$ cat config.mk
export PLATFORM = sky130hd
export DESIGN_NAME = nfa_word_acceptor_core_flat
export DESIGN_NICKNAME = d
export VERILOG_FILES = /design/src/design/nfa_pkg.sv /design/src/design/nfa_if.sv /design/src/design/nfa_word_acceptor_core.sv /design/src/design/nfa_ram.sv /design/src/design/nfa_engine.sv /design/src/flat_wrapper.sv
export SDC_FILE = /design/constraint.sdc
export NUM_CORES = 2
export LEC_CHECK = 0
export BUFFER_PORTS_ARGS = -buffer_cell sky130_fd_sc_hd__clkbuf_2
export CAP_MARGIN = 20
export CORE_MARGIN = 5
export CORE_UTILIZATION = 54
export DETAILED_ROUTE_END_ITERATION = 7
export GPL_TIMING_DRIVEN = 0
export PLACE_DENSITY = 0.75
export SETUP_SLACK_MARGIN = 0.4
export SYNTH_ARGS = -nofsm -noshare
export SYNTH_HDL_FRONTEND = slang
export SYNTH_HIERARCHICAL = 1
export SYNTH_SLANG_ARGS = --single-unit
$ cat constraint.sdc
create_clock -name clk -period 4.7 [get_ports clk]
set_clock_uncertainty 0.2 [all_clocks]
set_input_delay 0.705 -clock clk [delete_from_list [all_inputs] [get_ports clk]]
set_output_delay 0.705 -clock clk [all_outputs]
set_load 0.05 [all_outputs]
$ cat src/design/nfa_pkg.sv
// shared constants, command codes and engine handshake types
`timescale 1ns / 1ps
`default_nettype none
package nfa_pkg;

	localparam int NUM_STATES  = 16;
	localparam int NUM_SYMBOLS = 16;
	localparam int ROWS        = NUM_STATES * NUM_SYMBOLS;
	localparam int STATE_W     = NUM_STATES;
	localparam int ST_IDX_W    = $clog2(NUM_STATES);
	localparam int ROW_W       = $clog2(ROWS);

	localparam int CMD_W     = 2;
	localparam int SYM_W     = 4;
	localparam int FROM_W    = 4;
	localparam int MASK_W    = 16;
	localparam int INIT_W    = 4;
	localparam int CFG_W     = 16;
	localparam int CFG_IDX_W = 1;

	localparam logic [CMD_W-1:0] CMD_WRITE = 2'd0;
	localparam logic [CMD_W-1:0] CMD_SYM   = 2'd1;
	localparam logic [CMD_W-1:0] CMD_END   = 2'd2;

	localparam logic [CFG_IDX_W-1:0] CFG_INIT  = 1'd0;
	localparam logic [CFG_IDX_W-1:0] CFG_FINAL = 1'd1;

	typedef struct packed {
		logic               start;
		logic               wr;
		logic [SYM_W-1:0]   sym;
		logic [FROM_W-1:0]  from;
		logic [MASK_W-1:0]  mask;
		logic [STATE_W-1:0] set;
	} eng_req_t;

	typedef struct packed {
		logic               busy;
		logic               done;
		logic [STATE_W-1:0] next_set;
	} eng_rsp_t;

endpackage
`default_nettype wire

$ cat src/design/nfa_if.sv
// request and result channel interfaces
`timescale 1ns / 1ps
`default_nettype none
interface nfa_cmd_if;
	import nfa_pkg::*;
	logic              valid;
	logic              ready;
	logic [CMD_W-1:0]  cmd;
	logic [SYM_W-1:0]  symbol;
	logic [FROM_W-1:0] from_state;
	logic [MASK_W-1:0] next_mask;

	modport source(output valid, cmd, symbol, from_state, next_mask, input ready);
	modport sink(input valid, cmd, symbol, from_state, next_mask, output ready);
endinterface

interface nfa_res_if;
	logic valid;
	logic ready;
	logic accepted;
	logic alive;

	modport source(output valid, accepted, alive, input ready);
	modport sink(input valid, accepted, alive, output ready);
endinterface
`default_nettype wire

$ cat src/design/nfa_word_acceptor_core.sv
// top level: request decode, configuration registers and result register
`timescale 1ns / 1ps
`default_nettype none
// NFA word acceptor. Software loads transition rows (cmd 0), feeds symbols (cmd 1)
// and closes each word (cmd 2), which returns accepted and alive on the result
// channel. Each symbol runs a scan: the single-port transition
// memory is read once per state, whether active or not, and the request channel
// is held off until the new active set is in place. The table comes out of reset
// empty through one valid bit per row, so no clearing pass is needed. Write the
// start state and final mask registers only while no symbol is being processed.
module nfa_word_acceptor_core (
	input  wire logic                         clk,
	input  wire logic                         arst_n,
	input  wire logic                         cfg_we,
	input  wire logic [nfa_pkg::CFG_IDX_W-1:0] cfg_index,
	input  wire logic [nfa_pkg::CFG_W-1:0]     cfg_wdata,
	nfa_cmd_if.sink                           req_ch,
	nfa_res_if.source                         res_ch
);
	import nfa_pkg::*;

	logic [INIT_W-1:0]  init_q;
	logic [STATE_W-1:0] final_q;
	logic [STATE_W-1:0] active_q;
	logic               word_start_q;
	logic               res_valid_q;
	logic               accepted_q;
	logic               alive_q;

	logic [STATE_W-1:0] start_set;
	logic [STATE_W-1:0] cur_set;
	logic               req_acc;
	eng_req_t           eng_req;
	eng_rsp_t           eng_rsp;

	assign start_set = (32'(init_q) < 32'(NUM_STATES)) ?
		(STATE_W'(1) << init_q) : '0;
	assign cur_set   = word_start_q ? start_set : active_q;

	// an end of word also needs the result slot to be free
	assign req_ch.ready = !eng_rsp.busy &&
		(req_ch.cmd != CMD_END || !res_valid_q || res_ch.ready);
	assign req_acc = req_ch.valid && req_ch.ready;

	assign eng_req.start = req_acc && req_ch.cmd == CMD_SYM;
	assign eng_req.wr    = req_acc && req_ch.cmd == CMD_WRITE;
	assign eng_req.sym   = req_ch.symbol;
	assign eng_req.from  = req_ch.from_state;
	assign eng_req.mask  = req_ch.next_mask;
	assign eng_req.set   = cur_set;

	nfa_engine u_engine (
		.clk   (clk),
		.arst_n(arst_n),
		.req   (eng_req),
		.rsp   (eng_rsp)
	);

	always_ff @(posedge clk or negedge arst_n) begin
		if (!arst_n) begin
			init_q  <= '0;
			final_q <= '0;
		end else if (cfg_we) begin
			case (cfg_index)
				CFG_INIT:  init_q  <= INIT_W'(cfg_wdata);
				CFG_FINAL: final_q <= STATE_W'(cfg_wdata);
				default: ;
			endcase
		end
	end

	always_ff @(posedge clk or negedge arst_n) begin
		if (!arst_n) begin
			word_start_q <= 1'b1;
			active_q     <= '0;
			res_valid_q  <= 1'b0;
		end else begin
			if (eng_rsp.done) begin
				active_q <= eng_rsp.next_set;
			end
			if (req_acc && req_ch.cmd == CMD_SYM) begin
				word_start_q <= 1'b0;
			end else if (req_acc && req_ch.cmd == CMD_END) begin
				word_start_q <= 1'b1;
			end
			if (req_acc && req_ch.cmd == CMD_END) begin
				res_valid_q <= 1'b1;
			end else if (res_ch.ready) begin
				res_valid_q <= 1'b0;
			end
		end
	end

	always_ff @(posedge clk) begin
		if (req_acc && req_ch.cmd == CMD_END) begin
			accepted_q <= |(cur_set & final_q);
			alive_q    <= |cur_set;
		end
	end

	assign res_ch.valid    = res_valid_q;
	assign res_ch.accepted = accepted_q;
	assign res_ch.alive    = alive_q;

	a_end_gives_result: assert property (@(posedge clk) disable iff (!arst_n)
		req_acc && req_ch.cmd == CMD_END |=> res_valid_q)
		else $error("end of word did not load a result");

	a_accept_implies_alive: assert property (@(posedge clk) disable iff (!arst_n)
		res_valid_q |-> (alive_q || !accepted_q))
		else $error("accepted reported with an empty state set");

	a_scan_leaves_word_start: assert property (@(posedge clk) disable iff (!arst_n)
		$rose(eng_rsp.busy) |-> !word_start_q)
		else $error("symbol scan running while still at word start");

	a_done_frees_engine: assert property (@(posedge clk) disable iff (!arst_n)
		eng_rsp.done |=> !eng_rsp.busy)
		else $error("engine still busy after finishing a scan");
endmodule
`default_nettype wire

$ cat src/design/nfa_ram.sv
// generic single-port ram with registered read
`timescale 1ns / 1ps
`default_nettype none
module nfa_ram #(
	parameter int WIDTH = 16,
	parameter int DEPTH = 256
) (
	input  wire logic                     clk,
	input  wire logic                     we,
	input  wire logic [$clog2(DEPTH)-1:0] addr,
	input  wire logic [WIDTH-1:0]         wdata,
	output logic      [WIDTH-1:0]         rdata
);
	logic [WIDTH-1:0] mem_q [DEPTH];
	logic [WIDTH-1:0] rdata_q;

	always_ff @(posedge clk) begin
		if (we) begin
			mem_q[addr] <= wdata;
		end
		rdata_q <= mem_q[addr];
	end

	assign rdata = rdata_q;
endmodule
`default_nettype wire

$ cat src/design/nfa_engine.sv
// transition table and the row scan that builds the next state set
`timescale 1ns / 1ps
`default_nettype none
module nfa_engine (
	input  wire logic             clk,
	input  wire logic             arst_n,
	input  wire nfa_pkg::eng_req_t req,
	output nfa_pkg::eng_rsp_t      rsp
);
	import nfa_pkg::*;

	localparam logic [1:0] ST_IDLE  = 2'd0;
	localparam logic [1:0] ST_SCAN  = 2'd1;
	localparam logic [1:0] ST_DRAIN = 2'd2;
	localparam logic [ST_IDX_W-1:0] LAST = ST_IDX_W'(NUM_STATES - 1);

	function automatic logic [ROW_W-1:0] row_addr(input logic [ST_IDX_W-1:0] st,
			input logic [SYM_W-1:0] sym);
		row_addr = ROW_W'(ROW_W'(st) * ROW_W'(NUM_SYMBOLS) + ROW_W'(sym));
	endfunction

	logic [1:0]          state_q;
	logic [ST_IDX_W-1:0] cnt_q;
	logic [STATE_W-1:0]  set_q;
	logic [SYM_W-1:0]    sym_q;
	logic                sym_ok_q;
	logic [STATE_W-1:0]  acc_q;
	logic                hit_s1;
	logic [ROWS-1:0]     valid_q;

	logic [ROW_W-1:0]   scan_addr;
	logic [ROW_W-1:0]   wr_addr;
	logic [ROW_W-1:0]   ram_addr;
	logic               wr_ok;
	logic               ram_we;
	logic [STATE_W-1:0] rdata;
	logic [STATE_W-1:0] hit_row;

	assign scan_addr = row_addr(cnt_q, sym_q);
	assign wr_addr   = row_addr(ST_IDX_W'(req.from), req.sym);
	assign wr_ok     = (32'(req.from) < 32'(NUM_STATES)) && (32'(req.sym) < 32'(NUM_SYMBOLS));
	assign ram_we    = req.wr && wr_ok;
	assign ram_addr  = (state_q == ST_IDLE) ? wr_addr : scan_addr;
	assign hit_row   = hit_s1 ? rdata : '0;

	nfa_ram #(
		.WIDTH(STATE_W),
		.DEPTH(ROWS)
	) u_table (
		.clk  (clk),
		.we   (ram_we),
		.addr (ram_addr),
		.wdata(STATE_W'(req.mask)),
		.rdata(rdata)
	);

	// rows never written read as empty
	always_ff @(posedge clk or negedge arst_n) begin
		if (!arst_n) begin
			valid_q <= '0;
		end else if (ram_we) begin
			valid_q[wr_addr] <= 1'b1;
		end
	end

	always_ff @(posedge clk or negedge arst_n) begin
		if (!arst_n) begin
			state_q <= ST_IDLE;
			hit_s1  <= 1'b0;
		end else begin
			case (state_q)
				ST_IDLE: begin
					hit_s1 <= 1'b0;
					if (req.start) begin
						state_q <= ST_SCAN;
					end
				end
				ST_SCAN: begin
					// read issued now, row arrives next cycle
					hit_s1 <= set_q[cnt_q] & valid_q[scan_addr] & sym_ok_q;
					if (cnt_q == LAST) begin
						state_q <= ST_DRAIN;
					end
				end
				ST_DRAIN: begin
					hit_s1  <= 1'b0;
					state_q <= ST_IDLE;
				end
				default: begin
					hit_s1  <= 1'b0;
					state_q <= ST_IDLE;
				end
			endcase
		end
	end

	always_ff @(posedge clk) begin
		if (state_q == ST_IDLE && req.start) begin
			set_q    <= req.set;
			sym_q    <= req.sym;
			sym_ok_q <= 32'(req.sym) < 32'(NUM_SYMBOLS);
			cnt_q    <= '0;
			acc_q    <= '0;
		end else if (state_q == ST_SCAN) begin
			acc_q <= acc_q | hit_row;
			cnt_q <= cnt_q + 1'b1;
		end
	end

	assign rsp.busy     = state_q != ST_IDLE;
	assign rsp.done     = state_q == ST_DRAIN;
	assign rsp.next_set = acc_q | hit_row;
endmodule
`default_nettype wire

$ cat src/flat_wrapper.sv
// flat-port wrapper written by rule: the top's interface ports become plain ports
module nfa_word_acceptor_core_flat import nfa_pkg::*;
  (clk, arst_n, cfg_we, cfg_index, cfg_wdata, req_ch_valid, req_ch_cmd, req_ch_symbol, req_ch_from_state, req_ch_next_mask, req_ch_ready, res_ch_valid, res_ch_accepted, res_ch_alive, res_ch_ready);
  nfa_cmd_if req_ch_i ();
  nfa_res_if res_ch_i ();
  input  wire logic clk;
  input  wire logic arst_n;
  input  wire logic cfg_we;
  input  wire logic [nfa_pkg::CFG_IDX_W-1:0] cfg_index;
  input  wire logic [nfa_pkg::CFG_W-1:0] cfg_wdata;
  input wire logic [$bits(req_ch_i.valid)-1:0] req_ch_valid;
  input wire logic [$bits(req_ch_i.cmd)-1:0] req_ch_cmd;
  input wire logic [$bits(req_ch_i.symbol)-1:0] req_ch_symbol;
  input wire logic [$bits(req_ch_i.from_state)-1:0] req_ch_from_state;
  input wire logic [$bits(req_ch_i.next_mask)-1:0] req_ch_next_mask;
  output wire logic [$bits(req_ch_i.ready)-1:0] req_ch_ready;
  output wire logic [$bits(res_ch_i.valid)-1:0] res_ch_valid;
  output wire logic [$bits(res_ch_i.accepted)-1:0] res_ch_accepted;
  output wire logic [$bits(res_ch_i.alive)-1:0] res_ch_alive;
  input wire logic [$bits(res_ch_i.ready)-1:0] res_ch_ready;
  assign req_ch_i.valid = req_ch_valid;
  assign req_ch_i.cmd = req_ch_cmd;
  assign req_ch_i.symbol = req_ch_symbol;
  assign req_ch_i.from_state = req_ch_from_state;
  assign req_ch_i.next_mask = req_ch_next_mask;
  assign req_ch_ready = req_ch_i.ready;
  assign res_ch_valid = res_ch_i.valid;
  assign res_ch_accepted = res_ch_i.accepted;
  assign res_ch_alive = res_ch_i.alive;
  assign res_ch_i.ready = res_ch_ready;
  nfa_word_acceptor_core u_core (.clk(clk), .arst_n(arst_n), .cfg_we(cfg_we), .cfg_index(cfg_index), .cfg_wdata(cfg_wdata), .req_ch(req_ch_i), .res_ch(res_ch_i));
endmodule
## After elaboration in Yosys (flattened, before gate mapping)

Memories as Yosys holds them, arrays and structs flattened. A register that Yosys moved wholly into a read port is not among the register bits.
Cells that the tools add are included.

| storage, ports and cells | value |
|---|---|
| bits in writable memories | 4,096 |
| register bits after elaboration | 339 |
| word-level logic and storage cells | 76 |
| bits of input ports | 48 |
| memories kept | 1 |
| output and inout bits | 4 |

Memory list:

| memory | depth | bits a word | rd ports | clocked after Yosys merged registers in | wr ports | RTL line | source |
|---|---|---|---|---|---|---|---|
| u_core.u_engine.u_table.mem_q | 256 | 16 | 1 | 1 | 1 | nfa_ram.sv:14 | `logic [WIDTH-1:0] mem_q [DEPTH];` |

| cells by class | value |
|---|---|
| eq/ne operators | 8 |
| bitwise gates (word level) | 5 |
| add/sub/neg operators | 3 |
| reductions and logical operators | 21 |
| shifts and indexed selects | 1 |
| muxes and demuxes | 19 |
| $lt $le $gt $ge | 4 |

Operators by type and width:

| operator | count |
|---|---|
| $or 256x256->256 | 1 |
| $mux 16 | 2 |
| $reduce_or 16->1 | 2 |
| $lt 8x9->1 const B | 2 |
| $add 8x4->8 | 2 |
| $and 16x16->16 | 1 |
| $or 16x16->16 | 1 |
| $shl 1x4->16 const A | 1 |
| $mux 1 | 10 |
| $bmux 1 s8 | 1 |
| $demux 1 s8 | 1 |
| $ge 8x1->1 const B | 1 |
| $mux 8 | 1 |
| $logic_and 1x1->1 | 7 |
| $ne 2x2->1 const B | 3 |
| $reduce_and 2->1 | 3 |
| $reduce_bool 2->1 | 3 |
| $lt 4x5->1 const B | 1 |
| $add 4x1->4 const B | 1 |
| $bmux 1 s4 | 1 |
| $eq 2x1->1 const B | 2 |
| $eq 2x2->1 const B | 2 |
| $eq 4x4->1 const B | 1 |
| $logic_not 2->1 | 2 |
| other kinds (6) | 9 |

## Longest topological paths before layout

| depth | value |
|---|---|
| word-level depth | 8 |
| mapped depth | 15 |
| gate-level depth less buffers | 8 |

## Modules after synthesis

The synthesis kept the hierarchy.

By module, submodules not included:

| module | sequential area each (µm²) | instances | cells each | area an instance (µm²) |
|---|---|---|---|---|
| nfa_ram | 123,318.3 | 1 | 6,727 | 155,399.0 |
| nfa_engine | 7,482.2 | 1 | 972 | 12,679.7 |
| nfa_word_acceptor_core | 1,012.2 | 1 | 207 | 2,155.8 |

## Least setup slack after synthesis

Ideal clock, no wire load.

| timing path | value |
|---|---|
| path type | flip-flop to flip-flop |
| from | register u_core.u_engine.sym_q[0] |
| to | memory u_core.u_engine.u_table.mem_q[145][0] (enable) |
| cell stages (with the launch flop) | 13 |
| setup time | 409 ps |
| buffers on the path | 9 |
| required time | 4,091 ps |
| arrival | 3,655 ps |
| path slack | 436 ps |
| clock period less this slack | 4,264 ps |
| cells stage by stage | edfxtp_1 buf_2 buf_4 buf_2 buf_2 mux2_2 clkbuf_1 buf_6 clkbuf_1 buf_2 nand2b_1 clkbuf_1 nor3_1 |

| between the ends | value |
|---|---|
| longest elaborated chain between the ends | 2 |

RTL lines:

| what | RTL line | source |
|---|---|---|
| start, declared | nfa_engine.sv:25 | `logic [SYM_W-1:0] sym_q;` |
| start signal, assigned | nfa_engine.sv:100 | `sym_q <= req.sym;` |
| $add 8x4->8 | nfa_engine.sv:19 | `row_addr = ROW_W'(ROW_W'(st) * ROW_W'(NUM_SYMBOLS) + ROW_W'(sym));` |
| $mux 8 | nfa_engine.sv:43 | `assign ram_addr = (state_q == ST_IDLE) ? wr_addr : scan_addr;` |
| via u_core.u_engine.ram_addr[0] | nfa_engine.sv:33 | `logic [ROW_W-1:0] ram_addr;` |
| end, declared | nfa_ram.sv:14 |  |

The timed path passes the listed nets, and every way through them passes these cells.

## Worst setup path after layout

| timing path | value |
|---|---|
| from | register u_core.u_engine.sym_q[0] |
| to | register u_core.u_engine.u_table.rdata_q[14] (netlist: u_core/u_engine/u_table/rdata[14]), read port of u_core.u_engine.u_table.mem_q |

| between the ends | value |
|---|---|
| longest elaborated chain between the ends | 2 |

RTL lines:

| what | RTL line | source |
|---|---|---|
| $add 8x4->8 | nfa_engine.sv:19 |  |
| $mux 8 | nfa_engine.sv:43 |  |
| via u_core.u_engine.ram_addr[0] | nfa_engine.sv:33 |  |
| end, declared | nfa_ram.sv:15 | `logic [WIDTH-1:0] rdata_q;` |

The timed path passes the listed nets, and every way through them passes these cells.
A chain may end at the register's enable or synchronous reset.

==> summary.md <==
| Metric | Value |
|---|---|
| Outcome | finished with violations |
| Failing checks | design-rule violations, negative setup slack |
| Num rows | 206 |
| CP Max Fanout | 10 |
| Yosys warns | 6 |
| Die Wd | 571 um |
| Number of global-route vias before repair | 91400 |
| Core area | 314000 um^2 |
| Worst Max-Slew Pin Slew | 1.36 ns |
| Max Cap Viol | 0 |
| Critical Path AT | 5.36 ns |
| Area Growth Syn to Fin | 18.8% |
| Total gr overflow | 0 |
| Worst R2R Start | u_core/u_engine/sym_q[0] |
| Largest net degree at the start of global routing | 142 |
| Largest cells by area after synthesis | edfxtp_1 (73%), mux4_2 (14%), dfrtp_1 (4.4%) |
| Mapped Nets | 7955 |
| Gpl congestion | 1.05 |
| Synth area leader | edfxtp_1 |
| # clock sinks | 4451 |
| CTS buffer count | 425 |
| Share of the synthesized area in the top cell type | 72.6% |
| Util after Layout | 64.3% |
| Tot GR Track Use | 30.5% |
| FF-to-FF path depth | 14 |
| Vias/cell | 6.97 |
| Root Buffer | clkbuf_16 |
| CP Capture Type | flop |
| Post-synthesis area per instance | 21.5 um^2 |
| Setup TNS | -1.41 ns |
| Period utilization | 105% |
| Power density cells | 513 nW/um^2 |
| H-Tree Depth | 5 |
| Die area | 327000 um^2 |
| Initial DRC Count | 16800 |
| Post-synthesis register bit count | 4451 |
| Clock Path Buffers | 4 |
| Post-synth cell types | 64 |
| Tmin final | 4.92 ns |
| Routed Wire Length | 512000 um |
| Mapped Cells | 7906 |
| Initial antenna violation count | 13 |
| Initial Util | 54.1% |
| Max frequency | 203 MHz |
| HP Class | primary input to flop |
| Ys flop type | edfxtp_1 |
| Post-synth ARST share | 6.67% |
| Worst reg-to-reg setup slack | -0.22 ns |
| Clock transition at path regs | 0.06 ns |
| Vias | 92900 |
| Final hold vios | 0 |
| Fill cells | 19300 |
| Crit Path Class | flop to flop |
| Max Slew Vio Count | 0 |
| First-pass GRT wire length | 699000 um |
| IO buf count | 47 |
| Drt pass-1 iters | 8 |
| Netlist Area Pre-Place | 170000 um^2 |
| Startpoint Class | flop |
| Normalized max-slew margin | 9.42% |
| Hold Slack | 0.0273 ns |
| Layout cells sized above 1 | 35.9% |
| Setup Viol. Count Final | 12 |
| Crit. Startpoint | u_core/u_engine/sym_q[0] |
| Top Ports | 52 |
| Hold wc startpoint | req_ch_next_mask[3] |
| Worst EP required | 5.14 ns |
| WHS Path Cells | 1 |
| CTS tree | built |
| Post-synth EDFFs | 4118 |
| LEAKAGE | 66.1 nW |
| Clk_lat worst skew | 1.05 ns |
| Sequential area share after synthesis | 77.4% |
| WL/cell | 38.4 um |
| Unrepaired setup endpoints after global routing | true |
| Peak VDD IR | 0.343 mV |
| Die H | 571 um |
| Drc violations | 44 |
| Total Nets Final | 8877 |
| PnR worst setup slack | -0.216 ns |
| Post-DP HPWL | 310000 um |
| Final ANT Viol Nets | 0 |
==> layer usage <==
layer | track usage, % | vias up | part of all wire (%) | routed length [um]
li1 | - | 35300 | - | -
met1 | 39.5 | 48000 | 32 | 164000
met2 | 45.8 | 7955 | 46 | 235000
met3 | 10.3 | 1612 | 15 | 74800
met4 | 17.0 | 10 | 7.5 | 38400
met5 | 0.735 | - | 0.11 | 563
==> path summary, 6_finish.rpt <==
kind | to
min in group asynchronous | u_core/active_q[4]
max reg2reg | u_core/u_engine/u_table/rdata[14]
max | u_core/u_engine/u_table/rdata[14]
min reg2reg | u_core/u_engine/valid_q[105]
min | u_core/u_engine/u_table/mem_q[155][3]
max in group asynchronous | u_core/u_engine/valid_q[154]
==> report_power, final <==
group          switching [mW]  internal, mW
Clock                    14.9          19.2
Combinational            16.6          9.25
Sequential              0.189          43.6
==> flip-flops by register name, indices dropped and copies added (netlist names) <==
name	flops
u_core/u_engine/set_q	16
u_core/active_q	16
u_core/u_engine/cnt_q	4
u_core/word_start_q	1
u_core/init_q	4
u_core/u_engine/valid_q	256
u_core/u_engine/state_q	2
u_core/u_engine/sym_q	4
u_core/final_q	16
u_core/res_ch.valid	1
u_core/u_engine/u_table/mem_q	4096
u_core/res_ch.accepted	1
u_core/res_ch.alive	1
u_core/u_engine/u_table/rdata	16
u_core/u_engine/acc_q	16
u_core/u_engine/hit_s1	1
==> repair_timing <==
action	CTS	global route
gates resized for setup	1149	286
hold buffers	35	0
pin swaps	109	103
cloned	7	5
setup endpoints to repair	4112	3684
buffers inserted	55	102
hold endpoints to repair	213	0
==> Yosys cell counts (all sizes together) (9+ instances only) <==
library cell  count
clkbuf          311
mux2i            19
a22o              9
o21bai           75
nand2            70
a21o            185
nand4            22
nor2b            27
mux2             42
nor3             62
buf             197
nand3            32
edfxtp         4118
dfxtp            36
nand2b           17
inv              35
mux4           1082
o41ai            66
nor2            285
a21oi           282
a22oi           529
o21ai            30
dfrtp           296
==> worst max-delay path, stage by stage, from the launching register on <==
cell and delay (ns):
edfxtp_1 0.44, buf_6 0.16, buf_12 0.11, buf_12 0.13, buf_12 0.12, mux2_4 0.29, clkbuf_16 0.21, buf_16 0.21
bufbuf_16 0.33, buf_8 0.17, mux4_2 0.44, a22oi_1 0.38, a21oi_4 0.16, o41ai_4 0.63, nand4_1 0.55
==> placed cells by master, fill, tap and decap left out, types with 23 or more instances in the layout <==
cell type      synthesis  final
a21o_1               185    185
a21oi_1              282     91
a21oi_2                0    151
a21oi_4                0     40
a22oi_1              529    331
a22oi_2                0    198
buf_12                 0     94
buf_16                 0     60
buf_2                 92     46
buf_4                 18    183
buf_6                 26    103
buf_8                  0    128
bufinv_16              0     39
clkbuf_1             311    201
clkbuf_16              0    446
clkbuf_2               0    123
clkbuf_4               0     36
clkbuf_8               0     44
clkinv_1               0     93
clkinv_2               0     75
dfrtp_1              296    296
dfxtp_1               36     36
dlygate4sd3_1          0     35
edfxtp_1            4118   4118
inv_1                 35     35
mux2_2                41     39
mux4_2              1082   1082
nand2_1               70     56
nand3_1               32     23
nor2_1               285     55
nor2_2                 0     90
nor2_4                 0    140
nor2b_1               26     23
nor3_1                62     31
o21ai_0               30     28
o21bai_1              75     75
o41ai_2                0     25
o41ai_4                0     32
==> per-stage QoR <==
stage               total power, mW  instances  instance area (um^2)  setup WS (ns)
floorplan                      56.0       7906                170000          0.436
global placement               64.6      12100                176000          -4.90
detailed placement             65.1      12400                180000          -3.57
CTS                             102      13200                200000         0.0400
global route                    106      13300                202000        -0.0975
finish                          104      13300                202000         -0.216
==> cell families (layout without fill, tap and decap cells) <==
family | count (synthesis) | in the layout | synth area share (%)
multiplexers | 1143 | 1143 | 14.7
AND/OR/NAND/NOR | 556 | 556 | 1.47
AO/OA/AOI/OAI | 1209 | 1209 | 4.95
other | 0 | 14 | 0
XOR/XNOR | 3 | 3 | 0.0154
flip-flops | 4451 | 4451 | 77.4
buffers and inverters | 543 | 1797 | 1.42
adder cells (fa/ha/maj) | 1 | 1 | 0.00735
==> cell type report <==
type	count	area (um^2)	area share, %
diodes	14	35.0	0.0173
plain buffers	507	3980	1.97
clock buffers	517	11300	5.59
clock inverters	242	2440	1.21
inverters	35	131	0.0650
multi-input cells	2912	40500	20.0
flip-flops and latches	4451	132000	65.2
well taps	4160	5200	2.57
repair buffers	496	6820	3.37
Power figures use the tool's default switching activity.
